## config.mk

```make
export PLATFORM = sky130hd
export DESIGN_NAME = uudecode_body_stream_flat
export DESIGN_NICKNAME = d
export VERILOG_FILES = /design/src/sv/uud_pkg.sv /design/src/sv/uud_stream_if.sv /design/src/sv/uud_ram.sv /design/src/sv/uud_front.sv /design/src/sv/uud_queue.sv /design/src/sv/uud_back.sv /design/src/sv/uudecode_body_stream.sv /design/src/flat_wrapper.sv
export SDC_FILE = /design/constraint.sdc
export NUM_CORES = 2
export LEC_CHECK = 0
export BUFFER_PORTS_ARGS = -buffer_cell sky130_fd_sc_hd__buf_2
export CORE_UTILIZATION = 35
export DETAILED_ROUTE_END_ITERATION = 16
export PLACE_DENSITY = 0.51
export SYNTH_ARGS = -nofsm -noshare
export SYNTH_HDL_FRONTEND = slang
export SYNTH_SLANG_ARGS = --single-unit
```

## constraint.sdc

```tcl
create_clock -name i_clk -period 3 [get_ports i_clk]
set_input_delay 0.3 -clock i_clk [delete_from_list [all_inputs] [get_ports i_clk]]
set_output_delay 0.3 -clock i_clk [all_outputs]
set_load 0.02 [all_outputs]
```

## src/sv/uud_pkg.sv

```systemverilog
// ----------------------------------------------------------------------------
// uud_pkg
// Shared constants, result codes and types of the uudecode body decoder.
// ----------------------------------------------------------------------------
package uud_pkg;

    // line store
    localparam int LINE_CHARS = 63;
    localparam int CNT_W      = $clog2(LINE_CHARS + 1);
    localparam int SLOT_W     = $clog2(LINE_CHARS);
    localparam int NUM_BUFS   = 4;
    localparam int BUF_W      = $clog2(NUM_BUFS);
    localparam int ADDR_W     = BUF_W + SLOT_W;
    localparam int RAM_DEPTH  = NUM_BUFS * (2 ** SLOT_W);

    // read position in a line: groups of a 63-byte line reach position 84
    localparam int POS_W      = 7;

    // line job queue
    localparam int Q_DEPTH    = 2;
    localparam int Q_IDX_W    = $clog2(Q_DEPTH);
    localparam int Q_NUM_W    = $clog2(Q_DEPTH + 1);

    // result kinds
    localparam logic [2:0] K_DATA      = 3'd0;
    localparam logic [2:0] K_FINISHED  = 3'd1;
    localparam logic [2:0] K_PREMATURE = 3'd2;
    localparam logic [2:0] K_ILLEGAL   = 3'd3;
    localparam logic [2:0] K_MARKER    = 3'd4;

    // characters
    localparam logic [7:0] CH_NUL   = 8'h00;
    localparam logic [7:0] CH_LF    = 8'h0A;
    localparam logic [7:0] CH_CR    = 8'h0D;
    localparam logic [7:0] CH_SP    = 8'h20;
    localparam logic [7:0] CH_DASH  = 8'h2D;
    localparam logic [7:0] CH_GT    = 8'h3E;
    localparam logic [7:0] CH_BTICK = 8'h60;
    localparam logic [7:0] CH_HIGH  = 8'h80;
    localparam logic [7:0] CH_B     = 8'h62;
    localparam logic [7:0] CH_D     = 8'h64;
    localparam logic [7:0] CH_E     = 8'h65;
    localparam logic [7:0] CH_G     = 8'h67;
    localparam logic [7:0] CH_I     = 8'h69;
    localparam logic [7:0] CH_N     = 8'h6E;
    localparam logic [7:0] MAX_LEN  = 8'd63;

    // one finished line handed from front to back
    typedef struct packed {
        logic             eoi;
        logic [CNT_W-1:0] cnt;
        logic [BUF_W-1:0] bsel;
    } t_job;

    // line store write port
    typedef struct packed {
        logic              we;
        logic [ADDR_W-1:0] addr;
        logic [7:0]        data;
    } t_wr;

endpackage

```

## src/sv/uud_stream_if.sv

```systemverilog
// ----------------------------------------------------------------------------
// uud_stream_if
// Valid/ready channels: character requests in, decoded results out.
// ----------------------------------------------------------------------------
interface uud_in_if;
    logic       valid;
    logic       ready;
    logic [7:0] char_in;
    logic       end_of_input;

    modport source (output valid, output char_in, output end_of_input, input ready);
    modport sink   (input valid, input char_in, input end_of_input, output ready);
endinterface

interface uud_out_if;
    logic       valid;
    logic       ready;
    logic [2:0] kind;
    logic [7:0] data_byte;
    logic       last;

    modport source (output valid, output kind, output data_byte, output last, input ready);
    modport sink   (input valid, input kind, input data_byte, input last, output ready);
endinterface

```

## src/sv/uud_ram.sv

```systemverilog
// ----------------------------------------------------------------------------
// uud_ram
// Generic simple dual-port RAM, one write and one registered read port.
// ----------------------------------------------------------------------------
module uud_ram #(
    parameter int WIDTH = 8,
    parameter int DEPTH = 256
) (
    input  logic                     i_clk,
    input  logic                     i_we,
    input  logic [$clog2(DEPTH)-1:0] i_waddr,
    input  logic [WIDTH-1:0]         i_wdata,
    input  logic                     i_re,
    input  logic [$clog2(DEPTH)-1:0] i_raddr,
    output logic [WIDTH-1:0]         o_rdata
);
    logic [WIDTH-1:0] r_mem [DEPTH];
    logic [WIDTH-1:0] r_rdata;

    always_ff @(posedge i_clk) begin
        if (i_we) begin
            r_mem[i_waddr] <= i_wdata;
        end
        if (i_re) begin
            r_rdata <= r_mem[i_raddr];
        end
    end

    assign o_rdata = r_rdata;
endmodule

```

## src/sv/uud_front.sv

```systemverilog
// ----------------------------------------------------------------------------
// uud_front
// Takes character requests, gathers line characters into a rotating set of
// line buffers and posts a job for every line end or end of input.
// ----------------------------------------------------------------------------
module uud_front (
    input  logic          i_clk,
    input  logic          i_rst_n,
    uud_in_if.sink        i_in,
    output uud_pkg::t_wr  o_wr,
    output logic          o_push,
    output uud_pkg::t_job o_job,
    input  logic          i_full
);
    import uud_pkg::*;

    logic [CNT_W-1:0] r_cnt, n_cnt;
    logic [BUF_W-1:0] r_bsel, n_bsel;
    logic             acc;
    logic             is_nl;

    assign i_in.ready = !i_full;
    assign acc        = i_in.valid && !i_full;
    assign is_nl      = (i_in.char_in == CH_LF) || (i_in.char_in == CH_CR);

    always_comb begin
        n_cnt       = r_cnt;
        n_bsel      = r_bsel;
        o_push      = 1'b0;
        o_wr.we     = 1'b0;
        o_wr.addr   = {r_bsel, r_cnt[SLOT_W-1:0]};
        o_wr.data   = i_in.char_in;
        o_job.eoi   = i_in.end_of_input;
        o_job.cnt   = r_cnt;
        o_job.bsel  = r_bsel;
        if (acc) begin
            if (i_in.end_of_input || is_nl) begin
                o_push = 1'b1;
                n_cnt  = '0;
                n_bsel = r_bsel + 1'b1;
            end else if ((r_cnt == '0) && (i_in.char_in == CH_GT)) begin
                // leading quote mark dropped
            end else if (r_cnt < CNT_W'(LINE_CHARS)) begin
                o_wr.we = 1'b1;
                n_cnt   = r_cnt + 1'b1;
            end
        end
    end

    always_ff @(posedge i_clk) begin
        if (!i_rst_n) begin
            r_cnt  <= '0;
            r_bsel <= '0;
        end else begin
            r_cnt  <= n_cnt;
            r_bsel <= n_bsel;
        end
    end
endmodule

```

## src/sv/uud_queue.sv

```systemverilog
// ----------------------------------------------------------------------------
// uud_queue
// Short FIFO of line jobs between the front and the back.
// ----------------------------------------------------------------------------
module uud_queue (
    input  logic          i_clk,
    input  logic          i_rst_n,
    input  logic          i_push,
    input  uud_pkg::t_job i_job,
    input  logic          i_pop,
    output uud_pkg::t_job o_job,
    output logic          o_full,
    output logic          o_empty
);
    import uud_pkg::*;

    t_job               r_q [Q_DEPTH];
    logic [Q_IDX_W-1:0] r_wp, r_rp;
    logic [Q_NUM_W-1:0] r_num;

    assign o_job   = r_q[r_rp];
    assign o_full  = (r_num == Q_NUM_W'(Q_DEPTH));
    assign o_empty = (r_num == '0);

    always_ff @(posedge i_clk) begin
        if (i_push) begin
            r_q[r_wp] <= i_job;
        end
    end

    always_ff @(posedge i_clk) begin
        if (!i_rst_n) begin
            r_wp  <= '0;
            r_rp  <= '0;
            r_num <= '0;
        end else begin
            if (i_push) begin
                r_wp <= (r_wp == Q_IDX_W'(Q_DEPTH - 1)) ? '0 : r_wp + 1'b1;
            end
            if (i_pop) begin
                r_rp <= (r_rp == Q_IDX_W'(Q_DEPTH - 1)) ? '0 : r_rp + 1'b1;
            end
            if (i_push && !i_pop) begin
                r_num <= r_num + 1'b1;
            end else if (!i_push && i_pop) begin
                r_num <= r_num - 1'b1;
            end
        end
    end
endmodule

```

## src/sv/uud_back.sv

```systemverilog
// ----------------------------------------------------------------------------
// uud_back
// Interprets one stored line at a time: reads the header characters,
// classifies the line and decodes its sextets into bytes.
// ----------------------------------------------------------------------------
module uud_back (
    input  logic                  i_clk,
    input  logic                  i_rst_n,
    input  logic                  i_empty,
    input  uud_pkg::t_job         i_job,
    output logic                  o_pop,
    output logic                  o_re,
    output logic [uud_pkg::ADDR_W-1:0] o_raddr,
    input  logic [7:0]            i_rdata,
    uud_out_if.source             o_out
);
    import uud_pkg::*;

    localparam logic [2:0] S_IDLE  = 3'd0;
    localparam logic [2:0] S_HRD   = 3'd1;
    localparam logic [2:0] S_HUSE  = 3'd2;
    localparam logic [2:0] S_CLASS = 3'd3;
    localparam logic [2:0] S_ONE   = 3'd4;
    localparam logic [2:0] S_DRD   = 3'd5;
    localparam logic [2:0] S_DUSE  = 3'd6;
    localparam logic [2:0] S_TAIL  = 3'd7;

    localparam logic [1:0] PH_SEEK = 2'd0;
    localparam logic [1:0] PH_BODY = 2'd1;
    localparam logic [1:0] PH_DONE = 2'd2;

    localparam logic [POS_W-1:0] HDR_LAST = POS_W'(4);

    logic [2:0]       r_st, n_st;
    logic [1:0]       r_phase, n_phase;
    t_job             r_job, n_job;
    logic [POS_W-1:0] r_pos, n_pos;
    logic [4:0][7:0]  r_hdr, n_hdr;
    logic [5:0]       r_rem, n_rem;
    logic [1:0]       r_j, n_j;
    logic [5:0]       r_prev, n_prev;
    logic [2:0]       r_kind1, n_kind1;
    logic             r_last1, n_last1;

    // output register
    logic       r_ov;
    logic [2:0] r_kind;
    logic [7:0] r_byte;
    logic       r_last;
    logic       can_emit, e;
    logic [2:0] e_kind;
    logic [7:0] e_byte;
    logic       e_last;

    logic [7:0] ch, diff, c0, c1, c2, c3, c4, lenfull;
    logic [5:0] sext;
    logic       m_begin, m_end, m_marker, m_zero, m_illegal;

    assign can_emit = !r_ov || o_out.ready;

    // past the stored characters: terminator, then blanks
    always_comb begin
        if (r_pos < POS_W'(r_job.cnt)) begin
            ch = i_rdata;
        end else if (r_pos == POS_W'(r_job.cnt)) begin
            ch = CH_NUL;
        end else begin
            ch = CH_SP;
        end
    end
    assign diff = ch - CH_SP;
    assign sext = diff[5:0];

    assign c0 = r_hdr[4];
    assign c1 = r_hdr[3];
    assign c2 = r_hdr[2];
    assign c3 = r_hdr[1];
    assign c4 = r_hdr[0];
    assign lenfull   = c0 - CH_SP;
    assign m_begin   = (c0 == CH_B) && (c1 == CH_E) && (c2 == CH_G) && (c3 == CH_I)
                       && (c4 == CH_N);
    assign m_end     = (c0 == CH_E) && (c1 == CH_N) && (c2 == CH_D) && (c3 == CH_NUL);
    assign m_marker  = (c0 == CH_DASH) && (c1 == CH_DASH);
    assign m_zero    = (c0 == CH_BTICK) || (c0 == CH_SP);
    assign m_illegal = (c0 != CH_BTICK)
                       && ((c0 < CH_SP) || (c0 >= CH_HIGH) || (lenfull > MAX_LEN));

    assign o_re    = (r_st == S_HRD) || (r_st == S_DRD);
    assign o_raddr = {r_job.bsel, r_pos[SLOT_W-1:0]};

    always_comb begin
        n_st    = r_st;
        n_phase = r_phase;
        n_job   = r_job;
        n_pos   = r_pos;
        n_hdr   = r_hdr;
        n_rem   = r_rem;
        n_j     = r_j;
        n_prev  = r_prev;
        n_kind1 = r_kind1;
        n_last1 = r_last1;
        o_pop   = 1'b0;
        e       = 1'b0;
        e_kind  = K_DATA;
        e_byte  = '0;
        e_last  = 1'b0;
        case (r_st)
            S_IDLE: begin
                if (!i_empty) begin
                    o_pop = 1'b1;
                    n_job = i_job;
                    if (r_phase == PH_DONE) begin
                        n_st = S_IDLE;
                    end else if (i_job.eoi && (i_job.cnt == '0)) begin
                        n_st = S_TAIL;
                    end else begin
                        n_pos = '0;
                        n_st  = S_HRD;
                    end
                end
            end
            S_HRD: begin
                n_st = S_HUSE;
            end
            S_HUSE: begin
                n_hdr = {r_hdr[3:0], ch};
                if (r_pos == HDR_LAST) begin
                    n_st = S_CLASS;
                end else begin
                    n_pos = r_pos + 1'b1;
                    n_st  = S_HRD;
                end
            end
            S_CLASS: begin
                if (r_phase == PH_SEEK) begin
                    if (m_begin) begin
                        n_phase = PH_BODY;
                    end
                    n_st = S_TAIL;
                end else if (m_end || m_zero) begin
                    n_kind1 = K_FINISHED;
                    n_last1 = 1'b1;
                    n_phase = PH_DONE;
                    n_st    = S_ONE;
                end else if (m_marker) begin
                    n_kind1 = K_MARKER;
                    n_last1 = !r_job.eoi;
                    n_st    = S_ONE;
                end else if (m_illegal) begin
                    n_kind1 = K_ILLEGAL;
                    n_last1 = !r_job.eoi;
                    n_st    = S_ONE;
                end else begin
                    n_rem = lenfull[5:0];
                    n_pos = POS_W'(1);
                    n_j   = '0;
                    n_st  = S_DRD;
                end
            end
            S_ONE: begin
                if (can_emit) begin
                    e      = 1'b1;
                    e_kind = r_kind1;
                    e_last = r_last1;
                    n_st   = S_TAIL;
                end
            end
            S_DRD: begin
                n_st = S_DUSE;
            end
            S_DUSE: begin
                if (r_j == 2'd0) begin
                    n_prev = sext;
                    n_j    = 2'd1;
                    n_pos  = r_pos + 1'b1;
                    n_st   = S_DRD;
                end else if (can_emit) begin
                    e      = 1'b1;
                    e_kind = K_DATA;
                    e_last = (r_rem == 6'd1) && !r_job.eoi;
                    case (r_j)
                        2'd1:    e_byte = {r_prev, sext[5:4]};
                        2'd2:    e_byte = {r_prev[3:0], sext[5:2]};
                        2'd3:    e_byte = {r_prev[1:0], sext};
                        default: e_byte = '0;
                    endcase
                    n_prev = sext;
                    n_rem  = r_rem - 1'b1;
                    if (r_rem == 6'd1) begin
                        n_st = S_TAIL;
                    end else begin
                        n_j   = (r_j == 2'd3) ? 2'd0 : r_j + 1'b1;
                        n_pos = r_pos + 1'b1;
                        n_st  = S_DRD;
                    end
                end
            end
            S_TAIL: begin
                // end of input: report premature end unless already finished
                if (r_job.eoi && (r_phase != PH_DONE)) begin
                    if (can_emit) begin
                        e       = 1'b1;
                        e_kind  = K_PREMATURE;
                        e_last  = 1'b1;
                        n_phase = PH_DONE;
                        n_st    = S_IDLE;
                    end
                end else begin
                    n_st = S_IDLE;
                end
            end
            default: begin
                n_st = S_IDLE;
            end
        endcase
    end

    always_ff @(posedge i_clk) begin
        if (!i_rst_n) begin
            r_st    <= S_IDLE;
            r_phase <= PH_SEEK;
            r_ov    <= 1'b0;
        end else begin
            r_st    <= n_st;
            r_phase <= n_phase;
            if (e) begin
                r_ov <= 1'b1;
            end else if (o_out.ready) begin
                r_ov <= 1'b0;
            end
        end
    end

    always_ff @(posedge i_clk) begin
        r_job   <= n_job;
        r_pos   <= n_pos;
        r_hdr   <= n_hdr;
        r_rem   <= n_rem;
        r_j     <= n_j;
        r_prev  <= n_prev;
        r_kind1 <= n_kind1;
        r_last1 <= n_last1;
        if (e) begin
            r_kind <= e_kind;
            r_byte <= e_byte;
            r_last <= e_last;
        end
    end

    assign o_out.valid     = r_ov;
    assign o_out.kind      = r_kind;
    assign o_out.data_byte = r_byte;
    assign o_out.last      = r_last;
endmodule

```

## src/sv/uudecode_body_stream.sv

```systemverilog
// ----------------------------------------------------------------------------
// uudecode_body_stream
// uudecode body decoder: line gathering front, job queue, line interpreter.
// ----------------------------------------------------------------------------
// Throughput: one character request per cycle while the two-entry line queue
// has room; line ends are absorbed by the queue and four line buffers.
// Back: each line's header characters are read from its line buffer, then, for
// a data line, one line-RAM read per line character yields its data bytes.
// Reset: synchronous, active low; clears control state, line RAM not cleared.
module uudecode_body_stream (
    input  logic       i_clk,
    input  logic       i_rst_n,
    uud_in_if.sink     i_in,
    uud_out_if.source  o_out
);
    import uud_pkg::*;

    t_wr              wr;
    t_job             push_job, head_job;
    logic             push, pop, full, empty;
    logic             re;
    logic [ADDR_W-1:0] raddr;
    logic [7:0]       rdata;

    uud_front u_front (
        .i_clk   (i_clk),
        .i_rst_n (i_rst_n),
        .i_in    (i_in),
        .o_wr    (wr),
        .o_push  (push),
        .o_job   (push_job),
        .i_full  (full)
    );

    uud_queue u_queue (
        .i_clk   (i_clk),
        .i_rst_n (i_rst_n),
        .i_push  (push),
        .i_job   (push_job),
        .i_pop   (pop),
        .o_job   (head_job),
        .o_full  (full),
        .o_empty (empty)
    );

    uud_ram #(
        .WIDTH (8),
        .DEPTH (RAM_DEPTH)
    ) u_line_ram (
        .i_clk   (i_clk),
        .i_we    (wr.we),
        .i_waddr (wr.addr),
        .i_wdata (wr.data),
        .i_re    (re),
        .i_raddr (raddr),
        .o_rdata (rdata)
    );

    uud_back u_back (
        .i_clk   (i_clk),
        .i_rst_n (i_rst_n),
        .i_empty (empty),
        .i_job   (head_job),
        .o_pop   (pop),
        .o_re    (re),
        .o_raddr (raddr),
        .i_rdata (rdata),
        .o_out   (o_out)
    );
endmodule

```

## src/flat_wrapper.sv

```systemverilog
// flat-port wrapper written by rule: the top's interface ports become plain ports
module uudecode_body_stream_flat import uud_pkg::*;
  (i_clk, i_rst_n, i_in_valid, i_in_char_in, i_in_end_of_input, i_in_ready, o_out_valid, o_out_kind, o_out_data_byte, o_out_last, o_out_ready);
  uud_in_if i_in_i ();
  uud_out_if o_out_i ();
  input  logic i_clk;
  input  logic i_rst_n;
  input wire logic [$bits(i_in_i.valid)-1:0] i_in_valid;
  input wire logic [$bits(i_in_i.char_in)-1:0] i_in_char_in;
  input wire logic [$bits(i_in_i.end_of_input)-1:0] i_in_end_of_input;
  output wire logic [$bits(i_in_i.ready)-1:0] i_in_ready;
  output wire logic [$bits(o_out_i.valid)-1:0] o_out_valid;
  output wire logic [$bits(o_out_i.kind)-1:0] o_out_kind;
  output wire logic [$bits(o_out_i.data_byte)-1:0] o_out_data_byte;
  output wire logic [$bits(o_out_i.last)-1:0] o_out_last;
  input wire logic [$bits(o_out_i.ready)-1:0] o_out_ready;
  assign i_in_i.valid = i_in_valid;
  assign i_in_i.char_in = i_in_char_in;
  assign i_in_i.end_of_input = i_in_end_of_input;
  assign i_in_ready = i_in_i.ready;
  assign o_out_valid = o_out_i.valid;
  assign o_out_kind = o_out_i.kind;
  assign o_out_data_byte = o_out_i.data_byte;
  assign o_out_last = o_out_i.last;
  assign o_out_i.ready = o_out_ready;
  uudecode_body_stream u_core (.i_clk(i_clk), .i_rst_n(i_rst_n), .i_in(i_in_i), .o_out(o_out_i));
endmodule
```

Word level (Yosys, flattened, before mapping)
Memories as Yosys holds them, arrays and structs flattened. A register that Yosys moved wholly into a read port is not among the register bits.
Index checks and enable logic that the tools add are counted.
{ "word_totals": {"regBits": 104, "latch_bits": 0, "ramBits": 2066, "mem_bits_ro": 0, "in_bits": 13, "output_inout_bits": 14, "wordCells": 248, "memories": 2} }
{ "classes": {"n_addsub": 11, "n_mul": 0, "n_div": 0, "order_cmp": 5, "eq_ne": 51, "n_shift": 0, "muxes": 93, "n_bitwise": 4, "reduce_logical": 56} }
{ "memory_table": {"columns": ["name", "depth", "word_bits", "rd", "rd_ports_with_merged_regs", "wr", "line_no", "source"], "rows": [
  ["u_core.u_line_ram.r_mem", 256, 8, 1, 1, 1, "uud_ram.sv:17", "logic [WIDTH-1:0] r_mem [DEPTH];"],
  ["u_core.u_queue.r_q", 2, 9, 1, 1, 1, "uud_queue.sv:17", "t_job r_q [Q_DEPTH];"]
]} }
{ "op_table": {"columns": ["operator", "count"], "rows": [
  ["2-to-1 mux 7 bit", 11],
  ["== test 8 x 7 -> 1 bit (second input constant)", 9],
  ["2-to-1 mux 6 bit", 12],
  ["2-to-1 mux 2 bit", 20],
  ["2-to-1 mux 3 bit", 11],
  ["== test 8 x 6 -> 1 bit (second input constant)", 4],
  ["!= test 2 bit (second input constant)", 15],
  ["2-to-1 mux 1 bit", 29],
  ["one-hot mux 7 bit (4 select lines)", 1],
  ["one-hot mux 3 bit (8 select lines)", 1],
  ["one-hot mux 8 bit (3 select lines)", 1],
  ["== test 8 x 4 -> 1 bit (second input constant)", 2],
  ["logical AND 1 bit", 16],
  ["!= test 3 bit (second input constant)", 5],
  ["AND reduction 7 bit", 2],
  ["== test 3 bit (second input constant)", 4],
  ["zero test 6 bit", 2],
  ["one-hot mux 6 bit (2 select lines)", 1],
  ["nonzero test 2 bit", 6],
  ["AND reduction 11 bit", 1],
  ["== test 2 bit (second input constant)", 4],
  ["greater-or-equal comparator 8 bit (second input constant)", 1],
  ["greater-than comparator 8 x 6 -> 1 bit (second input constant)", 1],
  ["zero test 8 bit", 1],
  ["other kinds (35)", 60]
]} }

Longest topological paths before layout
{ "logic_depth": {"depth_word": 9, "depth_mapped": 15, "depth_no_buf": 9} }

Hierarchy
From an unflattened synthesis, not the netlist that was laid out.
{ "unflattened": {"cells_unflattened": 4197, "area_unflattened_um2": 85460.7} }
{ "by_module_without_submodules": {"columns": ["module", "n_inst", "cells_each", "area_per_inst_um2", "seq_area_each_um2"], "rows": [
  ["uud_ram", 1, 3733, 79636.4, 61739.2],
  ["uud_back", 1, 339, 4290.4, 2702.6],
  ["uud_queue", 1, 50, 865.8, 640.6],
  ["uud_front", 1, 75, 668.1, 160.2]
]} }

Worst setup path after synthesis
No wires, ideal clock.
{ "synth_timing": {"path_kind": "register to register", "startpoint": "reg u_core.u_back.r_pos[0]", "endpoint": "reg u_core.u_back.r_pos[0], enable pin", "setup_time_ns": 0.412, "t_arrival_ns": 2.863, "required_time_ns": 2.588, "slack_ns": -0.275, "path_stages_with_launch": 11, "n_path_buf": 5, "synth_period_minus_slack_ns": 3.275, "path_cell_list": "edfxtp_1 buf_6 buf_8 buf_8 buf_6 buf_6 inv_1 ha_1 nand4_1 a21oi_1 a2111oi_0"} }
{ "synth_between": {"elab_chain_cells": 3} }
{ "synth_lines": {"columns": ["item", "line_no", "source"], "rows": [
  ["start: declaration", "uud_back.sv:37", "logic [POS_W-1:0] r_pos, n_pos;"],
  ["start signal: assignment", "uud_back.sv:236", "r_pos <= n_pos;"],
  ["== test 7 x 3 -> 1 bit", "uud_back.sv:127", "if (r_pos == HDR_LAST) begin"],
  ["!= test 2 bit (no source line)", null, null],
  ["AND reduction 11 bit (no source line)", null, null]
]} }
Every way passes these cells.
A chain may end at the register's enable or synchronous reset.

==> Implementation_results.wiki <==
{| class="wikitable"
! Metric !! Value
|-
| Failing checks || setup timing
|-
| Final sum of negative setup slack || -1.643 ns
|-
| Count of TritonRoute iterations in the first routing pass || 6
|-
| Core area || between 0.2 and 0.25 sq mm
|-
| Type of destination of the critical path || flip-flop
|-
| Power Density || ~920 mW/mm^2
|-
| Register-to-Register Setup Slack || -0.18 ns
|-
| Number of cell rows || 181
|-
| Hold_sp || i_in_char_in[6]
|-
| CP top delay family || compound AO/OA/AOI/OAI gates
|-
| Input/output buffers || 26
|-
| Final hold violations || 0
|-
| Critical path launch point type || flip-flop
|-
| Fraction of synthesis flops using an asynchronous set or reset pin || 0%
|-
| Top-Level Pins || 27
|-
| Reg2reg start || u_core.u_back.r_pos[0]$_DFFE_PP_
|-
| Hold_ws || 0.05318 ns
|-
| Upper clock frequency limit || 0.3149 GHz
|-
| Final HPWL from detailed placement || around 170000 microns
|-
| Post-synth EDFFs || 2160
|-
| Fin nets || between 4000 and 5000
|-
| Die Span Y || 497.1 microns
|-
| Leakage || 33.04 nW
|-
| Share of synthesized area occupied by flip-flops and latches || 76.04%
|-
| Ordered list of cells on the worst path || buf_4 > bufbuf_16 > or3b_4 > buf_12 > buf_4 > o22ai_1 > a2111oi_1 > buf_4 > a31oi_2 > a21oi_2 > o32ai_2
|-
| Highest ir drop seen on vdd || 0.0009078 V
|-
| Flops & latches, synth || 2179
|-
| Worst-case setup margin in the final layout || -0.1752 ns
|-
| Classification of the worst setup path || reg2reg
|-
| Slowest-stage cell, CP || sky130_fd_sc_hd__or3b_4
|-
| Worst path depth || 11
|-
| Die area || between 0.2 and 0.25 sq mm
|-
| Relative slew margins || 17.81%
|-
| Share of layout cells above drive strength 1 || 31.31%
|-
| Total routing usage reported by global routing || 20.59%
|-
| Drt drc || 0
|-
| Period Utilization, post-route || 105.8%
|-
| Critical Path Source || u_core.u_back.r_pos[0]$_DFFE_PP_
|-
| Number of synthesis warnings || 0
|-
| Total number of clock tree sinks || 2179
|-
| Detailed-route vias per instance || roughly 5.5
|-
| Effective utilization at floorplan || a little over a third
|-
| Unrepaired setup endpoints after global routing || true
|-
| Via count || 45582
|-
| Transition time at the pin with the least slew margin || 1.233 ns
|-
| Pin count of the biggest net entering global routing || 166
|-
| Grt ovf || 0
|-
| Most common cell on crit path || sky130_fd_sc_hd__buf_4
|-
| Wire length of the first global-routing pass || between 300000 and 400000 microns
|-
| Largest clock skew in the final design || between 0.06 and 0.07 ns
|-
| Largest fanout of any net on the critical path || 9
|-
| Clock network latency to the later pin of the worst-skew pair || 0.90 ns
|-
| Average cell area after synthesis || around 20 sq um
|-
| Number of distinct standard cells referenced by the synthesized netlist || 90
|-
| Outcome || finished, violations left
|-
| CTS tree || yes
|-
| Max-slew violation total from the final report || 0
|-
| R2r endpoint || u_core.u_line_ram.o_rdata[2]$_DFFE_PP_
|-
| Buffers plus inverters on the worst setup path || 5
|-
| Maximum level of the CTS H-tree || 4
|-
| Crit path capture || u_core.u_line_ram.o_rdata[2]$_DFFE_PP_
|-
| Min Tclk post-route || around 3.2 ns
|-
| Max-Cap Viols || 0
|-
| Data arrival time of the critical path || just under 4 ns
|-
| Die Span X || 497.1 microns
|-
| Ys flop type || sky130_fd_sc_hd__edfxtp_1
|-
| Cell Area, Synth || between 0.08 and 0.09 sq mm
|-
| Antenna Nets Post-Route || 0
|-
| Layout overhead on the synthesized area || 20.23%
|-
| Antenna violations before repair || 19
|-
| WL final || 257900 microns
|-
| Via count of the first global-routing pass || about 46000
|-
| Total of endpoints with negative setup slack in the final report || 15
|-
| Fill cells || 21127
|-
| Post-Synthesis Cells || between 4000 and 5000
|-
| Required time of the critical path || 3.73 ns
|-
| CTS clk-pin slew, worst paths || 0.06 ns
|-
| DRC marker count from the first detailed-route iteration || 5284
|-
| Delay of the slowest critical-path stage || 0.51 ns
|-
| Hold Path Class || in2reg
|-
| Mean routed wirelength per cell || 31.03 microns
|-
| Cell chosen for the clock root || sky130_fd_sc_hd__clkbuf_16
|-
| Weighted congestion at the end of routability-driven global placement || 0.8746
|-
| Max clock buf depth || 3
|-
| FF-to-FF path depth || 11
|-
| Num CTS Buffers || ~230
|}
==> cell type report <==
| type | instances | area, sq um | area share (%) |
|---|---|---|---|
| flip-flops and latches | 2179 | 65240 | 63.24 |
| well taps | 3202 | 4006 | 3.884 |
| diodes | 6 | 15.01 | 0.01455 |
| clock buffers | 273 | 5903 | 5.722 |
| inverters | 30 | 118.9 | 0.1152 |
| repair buffers | 617 | 6560 | 6.359 |
| clock inverters | 149 | 1459 | 1.414 |
| multi-input cells | 1856 | 19850 | 19.25 |
==> through the flow <==
| step | setup slack [ns] | std cells | power (mW) | util, % | instance area (sq um) |
|---|---|---|---|---|---|
| 5_1_grt | -0.2558 | 8310 | 97.30 | 42.37 | 103200 |
| 3_5_place_dp | -0.5911 | 7800 | 64.09 | 38.45 | 93610 |
| 6_report | -0.1752 | 8312 | 94.59 | 42.37 | 103200 |
| 2_1_floorplan | 0.03744 | 4327 | 50.39 | - | 85920 |
| 3_3_place_gp | -0.6231 | 7800 | 64.07 | 38.45 | 93610 |
| 4_1_cts | -0.1628 | 8289 | 94.28 | 42.10 | 102500 |
==> state kept, by name (all words and copies together), names as in the netlist, 6 cells and up, named ones only <==
name                           cells
u_core.u_line_ram.r_mem         2048
u_core.u_queue.r_q                18
u_core.u_back.c0                   8
u_core.u_back.c1                   8
u_core.u_back.c2                   8
u_core.u_back.c3                   8
u_core.u_back.c4                   8
u_core.u_back.o_out.data_byte      8
u_core.u_line_ram.o_rdata          8
u_core.u_back.r_job                7
u_core.u_back.r_pos                7
u_core.u_back.r_prev               6
u_core.u_back.r_rem                6
u_core.u_front.r_cnt               6
==> synth_stat cells (20+ instances only) <==
| cell type | count | area [sq um] |
|---|---|---|
| sky130_fd_sc_hd__mux2i_1 | 260 | 2603 |
| sky130_fd_sc_hd__clkbuf_1 | 76 | 285.3 |
| sky130_fd_sc_hd__buf_4 | 25 | 187.7 |
| sky130_fd_sc_hd__edfxtp_1 | 2160 | 64860 |
| sky130_fd_sc_hd__nor2b_1 | 20 | 125.1 |
| sky130_fd_sc_hd__a21oi_1 | 93 | 465.5 |
| sky130_fd_sc_hd__buf_2 | 97 | 485.5 |
| sky130_fd_sc_hd__nand2_1 | 134 | 503.0 |
| sky130_fd_sc_hd__mux4_2 | 388 | 8738 |
| sky130_fd_sc_hd__a22oi_1 | 67 | 503.0 |
| sky130_fd_sc_hd__a221oi_1 | 27 | 236.5 |
| sky130_fd_sc_hd__nor2_1 | 329 | 1235 |
| sky130_fd_sc_hd__mux2_2 | 20 | 225.2 |
| sky130_fd_sc_hd__o221ai_1 | 68 | 595.6 |
| sky130_fd_sc_hd__ha_1 | 25 | 312.8 |
| sky130_fd_sc_hd__inv_1 | 26 | 97.59 |
| sky130_fd_sc_hd__a211oi_1 | 27 | 202.7 |
| sky130_fd_sc_hd__nand3_1 | 37 | 185.2 |
| sky130_fd_sc_hd__o22ai_1 | 33 | 206.5 |
| sky130_fd_sc_hd__o21ai_0 | 45 | 225.2 |
==> cells by family after synthesis <==
kind of cell / after synthesis / synth area share, %
AO/OA/AOI/OAI: 477 / 4.009
AND/OR/NAND/NOR: 623 / 3.204
flip-flops: 2179 / 76.04
buffers and inverters: 292 / 2.238
XOR/XNOR: 14 / 0.1429
multiplexers: 685 / 14.00
other: 1 / 0.004370
adder cells (fa/ha/maj): 25 / 0.3646
==> layout by cell type (no fill, tap or decap), types with 59 or more instances in the layout <==
cell type / Yosys / final
sky130_fd_sc_hd__clkbuf_16: 0 / 229
sky130_fd_sc_hd__edfxtp_1: 2160 / 2160
sky130_fd_sc_hd__clkinv_1: 2 / 59
sky130_fd_sc_hd__nand2_1: 134 / 123
sky130_fd_sc_hd__buf_4: 25 / 423
sky130_fd_sc_hd__nor2_2: 0 / 102
sky130_fd_sc_hd__mux4_2: 388 / 389
sky130_fd_sc_hd__a21oi_1: 93 / 82
sky130_fd_sc_hd__buf_12: 17 / 115
sky130_fd_sc_hd__mux2i_1: 260 / 253
sky130_fd_sc_hd__nor2_1: 329 / 225
==> per-layer routing <==
layer  GRT usage, %  part of all wire [%]  up-vias
met5              0                 0.060        -
met4          6.391                   2.9        6
met3          3.711                   7.3      334
met2          32.19                    47     1778
met1          29.19                    43    24467
li1               -                     -    18997
==> how the worst min path moves through the flow <==
stage / end / slack, ns / cells past startpoint
after floorplan: u_core.u_line_ram.r_mem[0][0]$_DFFE_PP_ / 0.40 / 0
after global placement: u_core.u_back.c3[3]$_DFFE_PP_ / 0.42 / 0
after detailed placement: u_core.u_back.c3[3]$_DFFE_PP_ / 0.43 / 0
after CTS: u_core.u_line_ram.r_mem[240][5]$_DFFE_PP_ / 0.01 / 2
after global routing: u_core.u_line_ram.r_mem[240][5]$_DFFE_PP_ / 0.03 / 2
final: u_core.u_line_ram.r_mem[60][6]$_DFFE_PP_ / 0.05 / 2
==> what timing repair did <==
action / 4_1_cts / 5_1_grt
hold buffers: 8 / 0
gates cloned: 6 / 3
pin swaps: 22 / 14
setup buffers: 55 / 16
endpoints found under the setup margin: 52 / 643
gates resized for setup: 154 / 154
endpoints found under the hold margin: 88 / 0
==> power breakdown <==
group | total [mW] | internal [mW] | switching, mW
combinational | 32.0 | 14.1 | 17.9
sequential | 34.7 | 34.2 | 0.495
clock | 27.9 | 15.9 | 12.0
Power figures use the tool's default switching activity.
